[config.mk]
export PLATFORM = sky130hd
export DESIGN_NAME = hole_table_fit_allocator
export DESIGN_NICKNAME = d
export VERILOG_FILES = /design/src/rtl/core/hfa_pkg.sv /design/src/rtl/core/hfa_mem.sv /design/src/rtl/core/hfa_seq.sv /design/src/rtl/core/hole_table_fit_allocator.sv
export SDC_FILE = /design/constraint.sdc
export NUM_CORES = 1
export LEC_CHECK = 0
export ABC_AREA = 1
export CAP_MARGIN = 20
export CORE_MARGIN = 5
export CORE_UTILIZATION = 30
export CTS_BUF_LIST = sky130_fd_sc_hd__clkbuf_4 sky130_fd_sc_hd__clkbuf_8
export CTS_CLUSTER_DIAMETER = 60
export DETAILED_ROUTE_END_ITERATION = 8
export DONT_BUFFER_PORTS = 1
export RECOVER_POWER = 50
export SLEW_MARGIN = 20
export SYNTH_ARGS = -nofsm -noshare
export SYNTH_HDL_FRONTEND = slang
export SYNTH_SLANG_ARGS = --single-unit
[constraint.sdc]
create_clock -name clk -period 7 [get_ports clk]
set_input_delay 1.05 -clock clk [delete_from_list [all_inputs] [get_ports clk]]
set_output_delay 1.05 -clock clk [all_outputs]
set_load 0.05 [all_outputs]
[src/rtl/core/hfa_pkg.sv]
package hfa_pkg;

    // Table geometry
    localparam int HOLES     = 16;
    localparam int SIZE_BITS = 16;
    localparam int IDX_BITS  = $clog2(HOLES);
    localparam int CNT_BITS  = $clog2(HOLES + 1);

    // Stream payload widths (packed, padded to whole bytes)
    localparam int S_TDATA_BITS = 24;
    localparam int M_TDATA_BITS = 40;

    // Configuration port
    localparam int APB_ADDR_BITS = 3;
    localparam int APB_DATA_BITS = 32;
    localparam int POLICY_BITS   = 2;
    localparam int COUNT_BITS    = 5;

    // Register select (paddr[2])
    localparam logic REG_POLICY = 1'b0;
    localparam logic REG_COUNT  = 1'b1;

    // Fit policy codes
    localparam logic [POLICY_BITS-1:0] POL_FIRST = 2'd0;
    localparam logic [POLICY_BITS-1:0] POL_BEST  = 2'd1;
    localparam logic [POLICY_BITS-1:0] POL_WORST = 2'd2;

    // Item kind codes
    localparam logic FUNC_LOAD  = 1'b0;
    localparam logic FUNC_ALLOC = 1'b1;

    // Reset values of the registers
    localparam logic [POLICY_BITS-1:0] POLICY_RESET = POL_FIRST;
    localparam logic [COUNT_BITS-1:0]  COUNT_RESET  = COUNT_BITS'(HOLES);

    // Memory access from the sequencer
    typedef struct packed {
        logic                 we;
        logic [IDX_BITS-1:0]  waddr;
        logic [SIZE_BITS-1:0] wdata;
        logic                 re;
        logic [IDX_BITS-1:0]  raddr;
    } mem_req_t;

    // One allocate result
    typedef struct packed {
        logic                 granted;
        logic [IDX_BITS-1:0]  index;
        logic [SIZE_BITS-1:0] size_before;
        logic [SIZE_BITS-1:0] size_after;
    } result_t;

endpackage

[src/rtl/core/hfa_mem.sv]
module hfa_mem
(
    input  logic                           clk,
    input  logic                           rst_n,
    input  hfa_pkg::mem_req_t              mem_req,
    output logic [hfa_pkg::SIZE_BITS-1:0]  rd_data
);

    logic [hfa_pkg::SIZE_BITS-1:0] mem [hfa_pkg::HOLES];
    logic [hfa_pkg::HOLES-1:0]     valid_reg;
    logic [hfa_pkg::SIZE_BITS-1:0] rd_data_reg;

    // Mark written entries; unwritten ones read as zero
    always_ff @(posedge clk or negedge rst_n)
    begin
        if (!rst_n)
        begin
            valid_reg <= '0;
        end
        else if (mem_req.we)
        begin
            valid_reg[mem_req.waddr] <= 1'b1;
        end
    end

    // Write port
    always_ff @(posedge clk)
    begin
        if (mem_req.we)
        begin
            mem[mem_req.waddr] <= mem_req.wdata;
        end
    end

    // Registered read port
    always_ff @(posedge clk)
    begin
        if (mem_req.re)
        begin
            rd_data_reg <= valid_reg[mem_req.raddr] ? mem[mem_req.raddr] : '0;
        end
    end

    assign rd_data = rd_data_reg;

endmodule

[src/rtl/core/hfa_seq.sv]
module hfa_seq
(
    input  logic                              clk,
    input  logic                              rst_n,
    input  logic                              in_valid,
    output logic                              in_ready,
    input  logic                              in_func,
    input  logic [hfa_pkg::IDX_BITS-1:0]      in_index,
    input  logic [hfa_pkg::SIZE_BITS-1:0]     in_amount,
    input  logic [hfa_pkg::POLICY_BITS-1:0]   fit_policy,
    input  logic [hfa_pkg::COUNT_BITS-1:0]    hole_count,
    output hfa_pkg::mem_req_t                 mem_req,
    input  logic [hfa_pkg::SIZE_BITS-1:0]     rd_data,
    output logic                              res_valid,
    input  logic                              res_ready,
    output hfa_pkg::result_t                  res
);

    localparam logic [1:0] ST_IDLE = 2'd0;
    localparam logic [1:0] ST_SCAN = 2'd1;
    localparam logic [1:0] ST_DONE = 2'd2;

    logic [1:0]                          state_reg, state_next;
    logic [hfa_pkg::SIZE_BITS-1:0]       req_reg, req_next;
    logic [hfa_pkg::POLICY_BITS-1:0]     pol_reg, pol_next;
    logic [hfa_pkg::CNT_BITS-1:0]        n_reg, n_next;
    logic [hfa_pkg::CNT_BITS-1:0]        rd_ptr_reg, rd_ptr_next;
    logic                                rvalid_reg, rvalid_next;
    logic [hfa_pkg::IDX_BITS-1:0]        ridx_reg, ridx_next;
    logic                                found_reg, found_next;
    logic [hfa_pkg::IDX_BITS-1:0]        best_idx_reg, best_idx_next;
    logic [hfa_pkg::SIZE_BITS-1:0]       best_val_reg, best_val_next;

    logic                                accept;
    logic                                issue;
    logic                                take;
    logic                                grant;
    logic [hfa_pkg::CNT_BITS-1:0]        n_clamped;

    assign in_ready = (state_reg == ST_IDLE);
    assign accept   = in_valid && in_ready;
    assign issue    = (state_reg == ST_SCAN) && (rd_ptr_reg < n_reg);

    // Saturate the entry count at the table depth
    assign n_clamped = (hole_count > hfa_pkg::COUNT_BITS'(hfa_pkg::HOLES))
                     ? hfa_pkg::CNT_BITS'(hfa_pkg::HOLES)
                     : hfa_pkg::CNT_BITS'(hole_count);

    // Decide whether the entry just read replaces the current pick
    always_comb
    begin
        case (pol_reg)
            hfa_pkg::POL_BEST:
                take = (rd_data >= req_reg) && (!found_reg || rd_data < best_val_reg);
            hfa_pkg::POL_WORST:
                take = !found_reg || (rd_data > best_val_reg);
            default:
                take = !found_reg && (rd_data >= req_reg);
        endcase
    end

    // Worst fit checks the largest hole against the request at the end
    assign grant = found_reg
                && ((pol_reg != hfa_pkg::POL_WORST) || (best_val_reg >= req_reg));

    // Sequencer
    always_comb
    begin
        state_next    = state_reg;
        req_next      = req_reg;
        pol_next      = pol_reg;
        n_next        = n_reg;
        rd_ptr_next   = rd_ptr_reg;
        rvalid_next   = 1'b0;
        ridx_next     = ridx_reg;
        found_next    = found_reg;
        best_idx_next = best_idx_reg;
        best_val_next = best_val_reg;

        unique case (state_reg)
            ST_IDLE:
            begin
                if (accept && in_func == hfa_pkg::FUNC_ALLOC)
                begin
                    req_next      = in_amount;
                    pol_next      = fit_policy;
                    n_next        = n_clamped;
                    rd_ptr_next   = '0;
                    found_next    = 1'b0;
                    best_idx_next = '0;
                    best_val_next = '0;
                    state_next    = ST_SCAN;
                end
            end
            ST_SCAN:
            begin
                if (issue)
                begin
                    rd_ptr_next = rd_ptr_reg + 1'b1;
                    rvalid_next = 1'b1;
                    ridx_next   = rd_ptr_reg[hfa_pkg::IDX_BITS-1:0];
                end
                if (rvalid_reg && take)
                begin
                    found_next    = 1'b1;
                    best_idx_next = ridx_reg;
                    best_val_next = rd_data;
                end
                if (!issue && !rvalid_reg)
                begin
                    state_next = ST_DONE;
                end
            end
            ST_DONE:
            begin
                if (res_ready)
                begin
                    state_next = ST_IDLE;
                end
            end
            default:
            begin
                state_next = ST_IDLE;
            end
        endcase
    end

    always_ff @(posedge clk or negedge rst_n)
    begin
        if (!rst_n)
        begin
            state_reg  <= ST_IDLE;
            rvalid_reg <= 1'b0;
        end
        else
        begin
            state_reg  <= state_next;
            rvalid_reg <= rvalid_next;
        end
    end

    // Scan datapath
    always_ff @(posedge clk)
    begin
        req_reg      <= req_next;
        pol_reg      <= pol_next;
        n_reg        <= n_next;
        rd_ptr_reg   <= rd_ptr_next;
        ridx_reg     <= ridx_next;
        found_reg    <= found_next;
        best_idx_reg <= best_idx_next;
        best_val_reg <= best_val_next;
    end

    // Memory access: loads write on transfer, allocates write back the pick
    always_comb
    begin
        mem_req.re    = issue;
        mem_req.raddr = rd_ptr_reg[hfa_pkg::IDX_BITS-1:0];
        if (state_reg == ST_DONE)
        begin
            mem_req.we    = res_ready && grant;
            mem_req.waddr = best_idx_reg;
            mem_req.wdata = best_val_reg - req_reg;
        end
        else
        begin
            mem_req.we    = accept && (in_func == hfa_pkg::FUNC_LOAD);
            mem_req.waddr = in_index;
            mem_req.wdata = in_amount;
        end
    end

    // Result; zero fields when nothing fits
    assign res_valid       = (state_reg == ST_DONE);
    assign res.granted     = grant;
    assign res.index       = grant ? best_idx_reg : '0;
    assign res.size_before = grant ? best_val_reg : '0;
    assign res.size_after  = grant ? (best_val_reg - req_reg) : '0;

endmodule

[src/rtl/core/hole_table_fit_allocator.sv]
// Load items write the hole table on transfer and cause no result.
// An allocate item reads the active entries (hole_count, capped at 16) one per cycle,
// then offers the result and writes back the chosen entry if granted. The next item is
// taken once the result has moved into the output register; while that register stays
// full, the result waits. Reset clears the hole table to zero, fit_policy to first fit,
// hole_count to 16, and empties the output register.
module hole_table_fit_allocator
(
    input  logic                                 clk,
    input  logic                                 rst_n,
    // APB configuration port
    input  logic                                 psel,
    input  logic                                 penable,
    input  logic                                 pwrite,
    input  logic [hfa_pkg::APB_ADDR_BITS-1:0]    paddr,
    input  logic [hfa_pkg::APB_DATA_BITS-1:0]    pwdata,
    output logic [hfa_pkg::APB_DATA_BITS-1:0]    prdata,
    output logic                                 pready,
    // Input stream
    input  logic                                 s_axis_tvalid,
    output logic                                 s_axis_tready,
    input  logic [hfa_pkg::S_TDATA_BITS-1:0]     s_axis_tdata,  // hole_index[3:0], amount[19:4]
    input  logic                                 s_axis_tuser,  // func
    // Result stream
    output logic                                 m_axis_tvalid,
    input  logic                                 m_axis_tready,
    output logic [hfa_pkg::M_TDATA_BITS-1:0]     m_axis_tdata,  // chosen_index[3:0],
                                                                // size_before[19:4],
                                                                // size_after[35:20]
    output logic                                 m_axis_tuser   // granted
);

    logic [hfa_pkg::POLICY_BITS-1:0]  fit_policy_reg;
    logic [hfa_pkg::COUNT_BITS-1:0]   hole_count_reg;
    logic                             cfg_write;

    hfa_pkg::mem_req_t                mem_req;
    logic [hfa_pkg::SIZE_BITS-1:0]    rd_data;
    logic                             res_valid;
    logic                             res_ready;
    hfa_pkg::result_t                 res;

    logic                             m_valid_reg;
    hfa_pkg::result_t                 m_data_reg;

    // Configuration registers
    assign pready    = 1'b1;
    assign cfg_write = psel && penable && pwrite && pready;

    always_ff @(posedge clk or negedge rst_n)
    begin
        if (!rst_n)
        begin
            fit_policy_reg <= hfa_pkg::POLICY_RESET;
            hole_count_reg <= hfa_pkg::COUNT_RESET;
        end
        else if (cfg_write)
        begin
            if (paddr[2] == hfa_pkg::REG_POLICY)
            begin
                fit_policy_reg <= pwdata[hfa_pkg::POLICY_BITS-1:0];
            end
            else
            begin
                hole_count_reg <= pwdata[hfa_pkg::COUNT_BITS-1:0];
            end
        end
    end

    assign prdata = (paddr[2] == hfa_pkg::REG_POLICY)
                  ? hfa_pkg::APB_DATA_BITS'(fit_policy_reg)
                  : hfa_pkg::APB_DATA_BITS'(hole_count_reg);

    hfa_mem u_mem
    (
        .clk     (clk),
        .rst_n   (rst_n),
        .mem_req (mem_req),
        .rd_data (rd_data)
    );

    hfa_seq u_seq
    (
        .clk        (clk),
        .rst_n      (rst_n),
        .in_valid   (s_axis_tvalid),
        .in_ready   (s_axis_tready),
        .in_func    (s_axis_tuser),
        .in_index   (s_axis_tdata[hfa_pkg::IDX_BITS-1:0]),
        .in_amount  (s_axis_tdata[hfa_pkg::IDX_BITS +: hfa_pkg::SIZE_BITS]),
        .fit_policy (fit_policy_reg),
        .hole_count (hole_count_reg),
        .mem_req    (mem_req),
        .rd_data    (rd_data),
        .res_valid  (res_valid),
        .res_ready  (res_ready),
        .res        (res)
    );

    // Output register: take a new result when empty or draining
    assign res_ready = !m_valid_reg || m_axis_tready;

    always_ff @(posedge clk or negedge rst_n)
    begin
        if (!rst_n)
        begin
            m_valid_reg <= 1'b0;
        end
        else if (res_valid && res_ready)
        begin
            m_valid_reg <= 1'b1;
        end
        else if (m_axis_tready)
        begin
            m_valid_reg <= 1'b0;
        end
    end

    always_ff @(posedge clk)
    begin
        if (res_valid && res_ready)
        begin
            m_data_reg <= res;
        end
    end

    assign m_axis_tvalid = m_valid_reg;
    assign m_axis_tuser  = m_data_reg.granted;
    assign m_axis_tdata  = hfa_pkg::M_TDATA_BITS'({m_data_reg.size_after,
                                                   m_data_reg.size_before,
                                                   m_data_reg.index});

    // A granted hole never grows
    a_shrink: assert property (@(posedge clk) disable iff (!rst_n)
        (m_axis_tvalid && m_axis_tuser) |-> (m_data_reg.size_after <= m_data_reg.size_before))
        else $error("granted hole grew");

    // A refused request reports all-zero fields
    a_refuse_zero: assert property (@(posedge clk) disable iff (!rst_n)
        (m_axis_tvalid && !m_axis_tuser) |-> (m_axis_tdata == '0))
        else $error("refused request with nonzero fields");

    // An allocate transfer starts a scan that holds off the input
    a_scan_busy: assert property (@(posedge clk) disable iff (!rst_n)
        (s_axis_tvalid && s_axis_tready && s_axis_tuser == hfa_pkg::FUNC_ALLOC)
        |=> !s_axis_tready)
        else $error("input taken during scan");

    // No memory write while a scan reads the table
    a_no_write_in_scan: assert property (@(posedge clk) disable iff (!rst_n)
        mem_req.re |-> !mem_req.we)
        else $error("table written during scan");

endmodule
==> flow_summary.toml, run 1 <==
[run_status]
status = "finished with violations"
violations = "capacitance limit, slew limit"

[sta]
fin_skew_ps = 32.0
slew_viol_final = 85
finalCriticalPeriod_ps = 4510
setup_viol = 0
slew_headroom = -0.807
fmax_mhz = 222
period_share = 0.644
tns_ps = 0
hold_viol_final = 0
rsz0062_at_grt = "false"
worst_pin_slew_ps = 2710

[power]
ir_worst_vdd_uv = 175
p_leak_uw = 0.00739
powerDensity_nw_per_um2 = 401

[run]
drv_cap = 2

[worst_setup_path]
r2r_start = "u_seq.state_reg[0]"
endpoint_kind = "flip-flop"
rr_worst_depth = 8
critPathRequiredTime_ps = 7230
crit_chain = "nor2_1 > inv_1 > nor2_4 > buf_4 > nand3_1 > nand2_1 > nand2_1 > inv_1"
ff2ff_setup_slack_ps = 2490
crit_type = "flip-flop to flip-flop"
cp-start-kind = "flip-flop"
path_max_fanout = 38
max_stage_delay_ps = 770
r2r-end = "u_mem.mem[8][11]"
worstPathArrival_ps = 4740
startpoint = "u_seq.state_reg[0]"
worst-path-buf-inv = 3
cpMaxStageDelayCell = "inv_1"
cp.depth = 8
critPathTopFamily = "buffers and inverters"

[routing]
vias = 11212
wl_per_cell_um = 17.7
via_per_inst = 4.70
route.antenna.remaining_nets = 0
wl_um = 42300
drt-initial-drc-count = 743
drc_errors = 0
drtPass1Iterations = 4

[clock_network]
clock-sinks = 389
cts.repair.resized = 0
cts_setup_buffers = 0
htree_levels = 2
hold_buffers = 0
clock_tree.root_cell = "clkbuf_8"
clkTransAtPathRegs_ps = 70
cts_tree = "built"
numCtsBuffers = 61
clock_path_buffers = 3
clock_latency_ps = 640

[placed_design]
dp_hpwl_um = 26400
dpl-instance-area_um2 = 18100
gp_congestion = 0.933
port_buffers = 0

[cells_and_area]
final_cell_area_um2 = 19300
diodes = 0
drive_above_1_share = 0.0865
largest_register_ff_count = 256
regMostFlops = "u_mem.mem"
nNetsFinal = 1689
synthToLayoutAreaGrowth_pct = 10.6

[synthesis]
async_flop_share = 0.0694
post-synth-top-count-cell = "edfxtp_1"
ys_top_cells_by_count = "362 x edfxtp_1, 240 x nor2_1, 192 x nand2_1, 163 x inv_1, 143 x o21ai_0"
synthTopCellsByArea = "edfxtp_1 62%, nor2_1 5.2%, nand2_1 4.1%"
ys.warnings.count = 0
seq_area_frac_synth = 0.663
synthCells = 1543
synth.largest_area_cell = "edfxtp_1"
synth_flop_cell = "edfxtp_1"
synth.avg_cell_area_um2 = 11.3
synth_edf_count = 362
netlist-cell-type-count = 50
yosysTopAreaCellShare = 0.624
syn-cell-area_um2 = 17400
yosys_register_bits = 389

[global_route]
grt_pass1_vias = 11329
grt_overflow = 0
antenna_found_initial = 0
met3_usage = 0.0235
grt_max_degree = 82
met2_usage = 0.234
grt_usage = 0.130
top_usage_layer = "met2"
grt_use_met1 = 0.159
grt_pass1_wl_um = 64700

[hold_path]
worstHoldPathType = "input pin to asynchronous set/reset pin"

[die]
initial_core_util = 0.303
rows = 88
num_io_pins = 143
die_w_um = 251
die_y_um = 251
die_area_um2 = 63000
core_area_um2 = 57600
through the flow:
| step | setup slack [ps] | hold WS (ps) | total power, uW | utilization | instances |
|---|---|---|---|---|---|
| after floorplan | 3650 | 421 | 5120 | - | 1573 |
| after CTS | 3570 | 85.5 | 7790 | 0.336 | 2383 |
| after global routing | 2080 | 75.1 | 8220 | 0.335 | 2384 |
| after detailed placement | 3600 | 441 | 5850 | 0.314 | 2269 |
| after global placement | 3630 | 432 | 5780 | 0.314 | 2269 |
| final | 2490 | 112 | 7730 | 0.335 | 2384 |
report_power, final:
group	switching (uW)	internal [uW]	leakage [uW]	total [uW]
clock network	883	1050	0.000652	1930
registers	248	2980	0.00357	3230
logic	1850	720	0.00316	2570
cell families after synthesis:
kind of cell    Yosys count  synth area share
buf+inv                 271            0.0717
flops                   389             0.663
fa+ha+maj                54            0.0392
xor+xnor                 10           0.00503
compound gates          297            0.0971
other cells               2          0.000431
simple gates            520             0.124
routing by layer:
layer,vias up,wire length (um)
li1,5340,-
met1,5491,17700
met2,324,21500
met3,57,2310
met4,0,786
met5,-,0
layout by cell type, fill, tap and decap left out, drive strengths merged, types with 26 or more instances in the layout:
master    n
nand3    48
clkbuf   97
o21ai   172
o22ai    40
edfxtp  362
conb     32
ha       53
inv     176
clkinv   30
nor2    243
dfrtp    26
nand2   207
a21oi    42
worst max path at each step:
stage | end
detailed placement | u_mem.mem[8][1]
global route | u_mem.mem[8][13]
floorplan | u_mem.mem[12][0]
global placement | u_mem.mem[14][1]
CTS | u_mem.mem[11][13]
finish | u_mem.mem[8][11]
layout make-up:
type / instances / area, um2
timing repair buffer: 26 / 146
clock buffer: 82 / 1010
fill: 5712 / 38300
multi-input combinational: 913 / 4730
clock inverter: 32 / 220
inverter: 177 / 666
tap: 765 / 957
sequential: 389 / 11500
Power figures use the tool's default switching activity.
==> run 2: changes to the inputs <==
- clock period: 7 -> 3.7 ns (I/O delays scaled with it)
==> run 2 against run 1 <==
The flow still finishes with violations (capacitance limit, slew limit). Total power is 89% higher. First-iteration DRC count up 6.1%. Combinational power rose by 89%. Clock power up 91%. Sequential power rose by 89%. Sequential cell count unchanged. Maximum frequency grew 35%. Highest routed layer unchanged.
==> flow_summary.toml, run 2 (synthesis gave the netlist of run 1 again) <==
[worst_setup_path]
endpoint_kind = "flip-flop"
cp-start-kind = "flip-flop"
critPathRequiredTime_ps = 3910
crit_chain = "clkbuf_2 > ha_1 > nand4_1 > o211ai_1 > o21ai_0"
cpMaxStageDelayCell = "clkbuf_2"
path_max_fanout = 72
max_stage_delay_ps = 1250
crit_type = "flip-flop to flip-flop"
worstPathArrival_ps = 3540

[global_route]
grt_max_degree = 141
grt_overflow = 0
grt_pass1_vias = 10998
antenna_found_initial = 0
grt_usage = 0.122
grt_pass1_wl_um = 61400

[sta]
setup_slack_ps = 363
tns_ps = 0
period_share = 0.902
worst_pin_slew_ps = 1730
slew_headroom = -0.151
fmax_mhz = 300
holdWs_ps = 59.0
rsz0062_at_grt = "false"
slew_viol_final = 103
setup_viol = 0
hold_viol_final = 0
finalCriticalPeriod_ps = 3340
fin_skew_ps = 30.0

[power]
p_leak_uw = 0.00747
ir_worst_vdd_uv = 579
powerDensity_nw_per_um2 = 756

[cells_and_area]
stdcell_count = 2396
multi_input_area_um2 = 4690
regMostFlops = "u_mem.mem"
synthToLayoutAreaGrowth_pct = 11.2
nNetsFinal = 1709
drive_above_1_share = 0.0932
seqCellArea_um2 = 11500
diodes = 0
final_cell_mix = "362 x edfxtp_1, 240 x nor2_1, 201 x nand2_1"
layout_commonest_cell = "edfxtp_1"
nFillCells = 5718
largest_register_ff_count = 256

[clock_network]
numCtsBuffers = 66
htree_levels = 3
clock_latency_ps = 600
clock-sinks = 389
cts.repair.resized = 0
cts_tree = "built"
clkTransAtPathRegs_ps = 60
clock_tree.root_cell = "clkbuf_8"
clock_path_buffers = 3

[placed_design]
port_buffers = 0
dp_hpwl_um = 25700
pre_cts_ws_ps = 568
gp_congestion = 0.977
dp_cells = 2283

[run_status]
status = "finished with violations"
violations = "capacitance limit, slew limit"

[routing]
drtPass1Iterations = 7
drc_errors = 0
vias = 11204
drt-initial-drc-count = 788
wl_um = 40100
route.antenna.remaining_nets = 0
wl_per_cell_um = 16.7
via_per_inst = 4.68

[die]
core_area_um2 = 57600
rows = 88
initial_core_util = 0.303
die_area_um2 = 63000
die_y_um = 251
num_io_pins = 143
die_w_um = 251

[run]
drv_cap = 4

[hold_path]
worstHoldPathType = "input pin to flip-flop"
[run 2: final timing paths]
path	from	end	slack, ps	cells after the start
setup / recovery	u_seq.rd_ptr_reg[1]	u_seq.rd_ptr_reg[0]	360	5
hold / removal	s_axis_tdata[11]	u_seq.req_reg[7]	60	0
setup reg to reg	u_seq.rd_ptr_reg[1]	u_seq.rd_ptr_reg[0]	360	5
hold reg to reg	u_mem.valid_reg[13]	u_mem.valid_reg[13]	450	2
max in group asynchronous	rst_n	u_mem.valid_reg[2]	1810	2
min in group asynchronous	rst_n	fit_policy_reg[1]	930	2
[run 2: metrics by stage]
stage	area, um2	util	power, uW
2_1_floorplan	17500	-	9680
3_3_place_gp	18200	0.317	11000
3_5_place_dp	18200	0.317	11100
4_1_cts	19500	0.339	14800
5_1_grt	19400	0.337	15600
6_report	19400	0.337	14600
[run 2: worst max-delay path: cells and delay by family, from the launching register on]
kind | cells | cell delay (ps)
buf+inv | 1 | 1250
fa+ha+maj | 1 | 430
simple gates | 1 | 100
flops | 1 | 350
compound gates | 2 | 840
[run 2: final cells by class]
| cell class | instances | share of cell area |
|---|---|---|
| clock buffer | 83 | 0.0544 |
| clock inverter | 28 | 0.00968 |
| inverter | 177 | 0.0343 |
| multi-input combinational | 913 | 0.242 |
| sequential | 389 | 0.596 |
| tap | 765 | 0.0494 |
| timing repair buffer | 41 | 0.0142 |
[run 2: routing by layer]
metal / GRT usage / up-vias / part of all wire
li1: - / 5369 / -
met1: 0.155 / 5442 / 0.43
met2: 0.211 / 332 / 0.50
met3: 0.0253 / 61 / 0.059
met4: 0.0349 / 0 / 0.018
met5: 0 / - / 0
[run 2: repair_timing]
action / CTS / global route
hold endpoints to repair: 27 / 0
setup buffers: 0 / 0
setup endpoints to repair: 0 / 0
hold buffers: 2 / 0
[run 2: report_power, final]
part / internal [uW] / switching, uW
clock: 2010 / 1670
sequential: 5640 / 473
combinational: 1380 / 3470
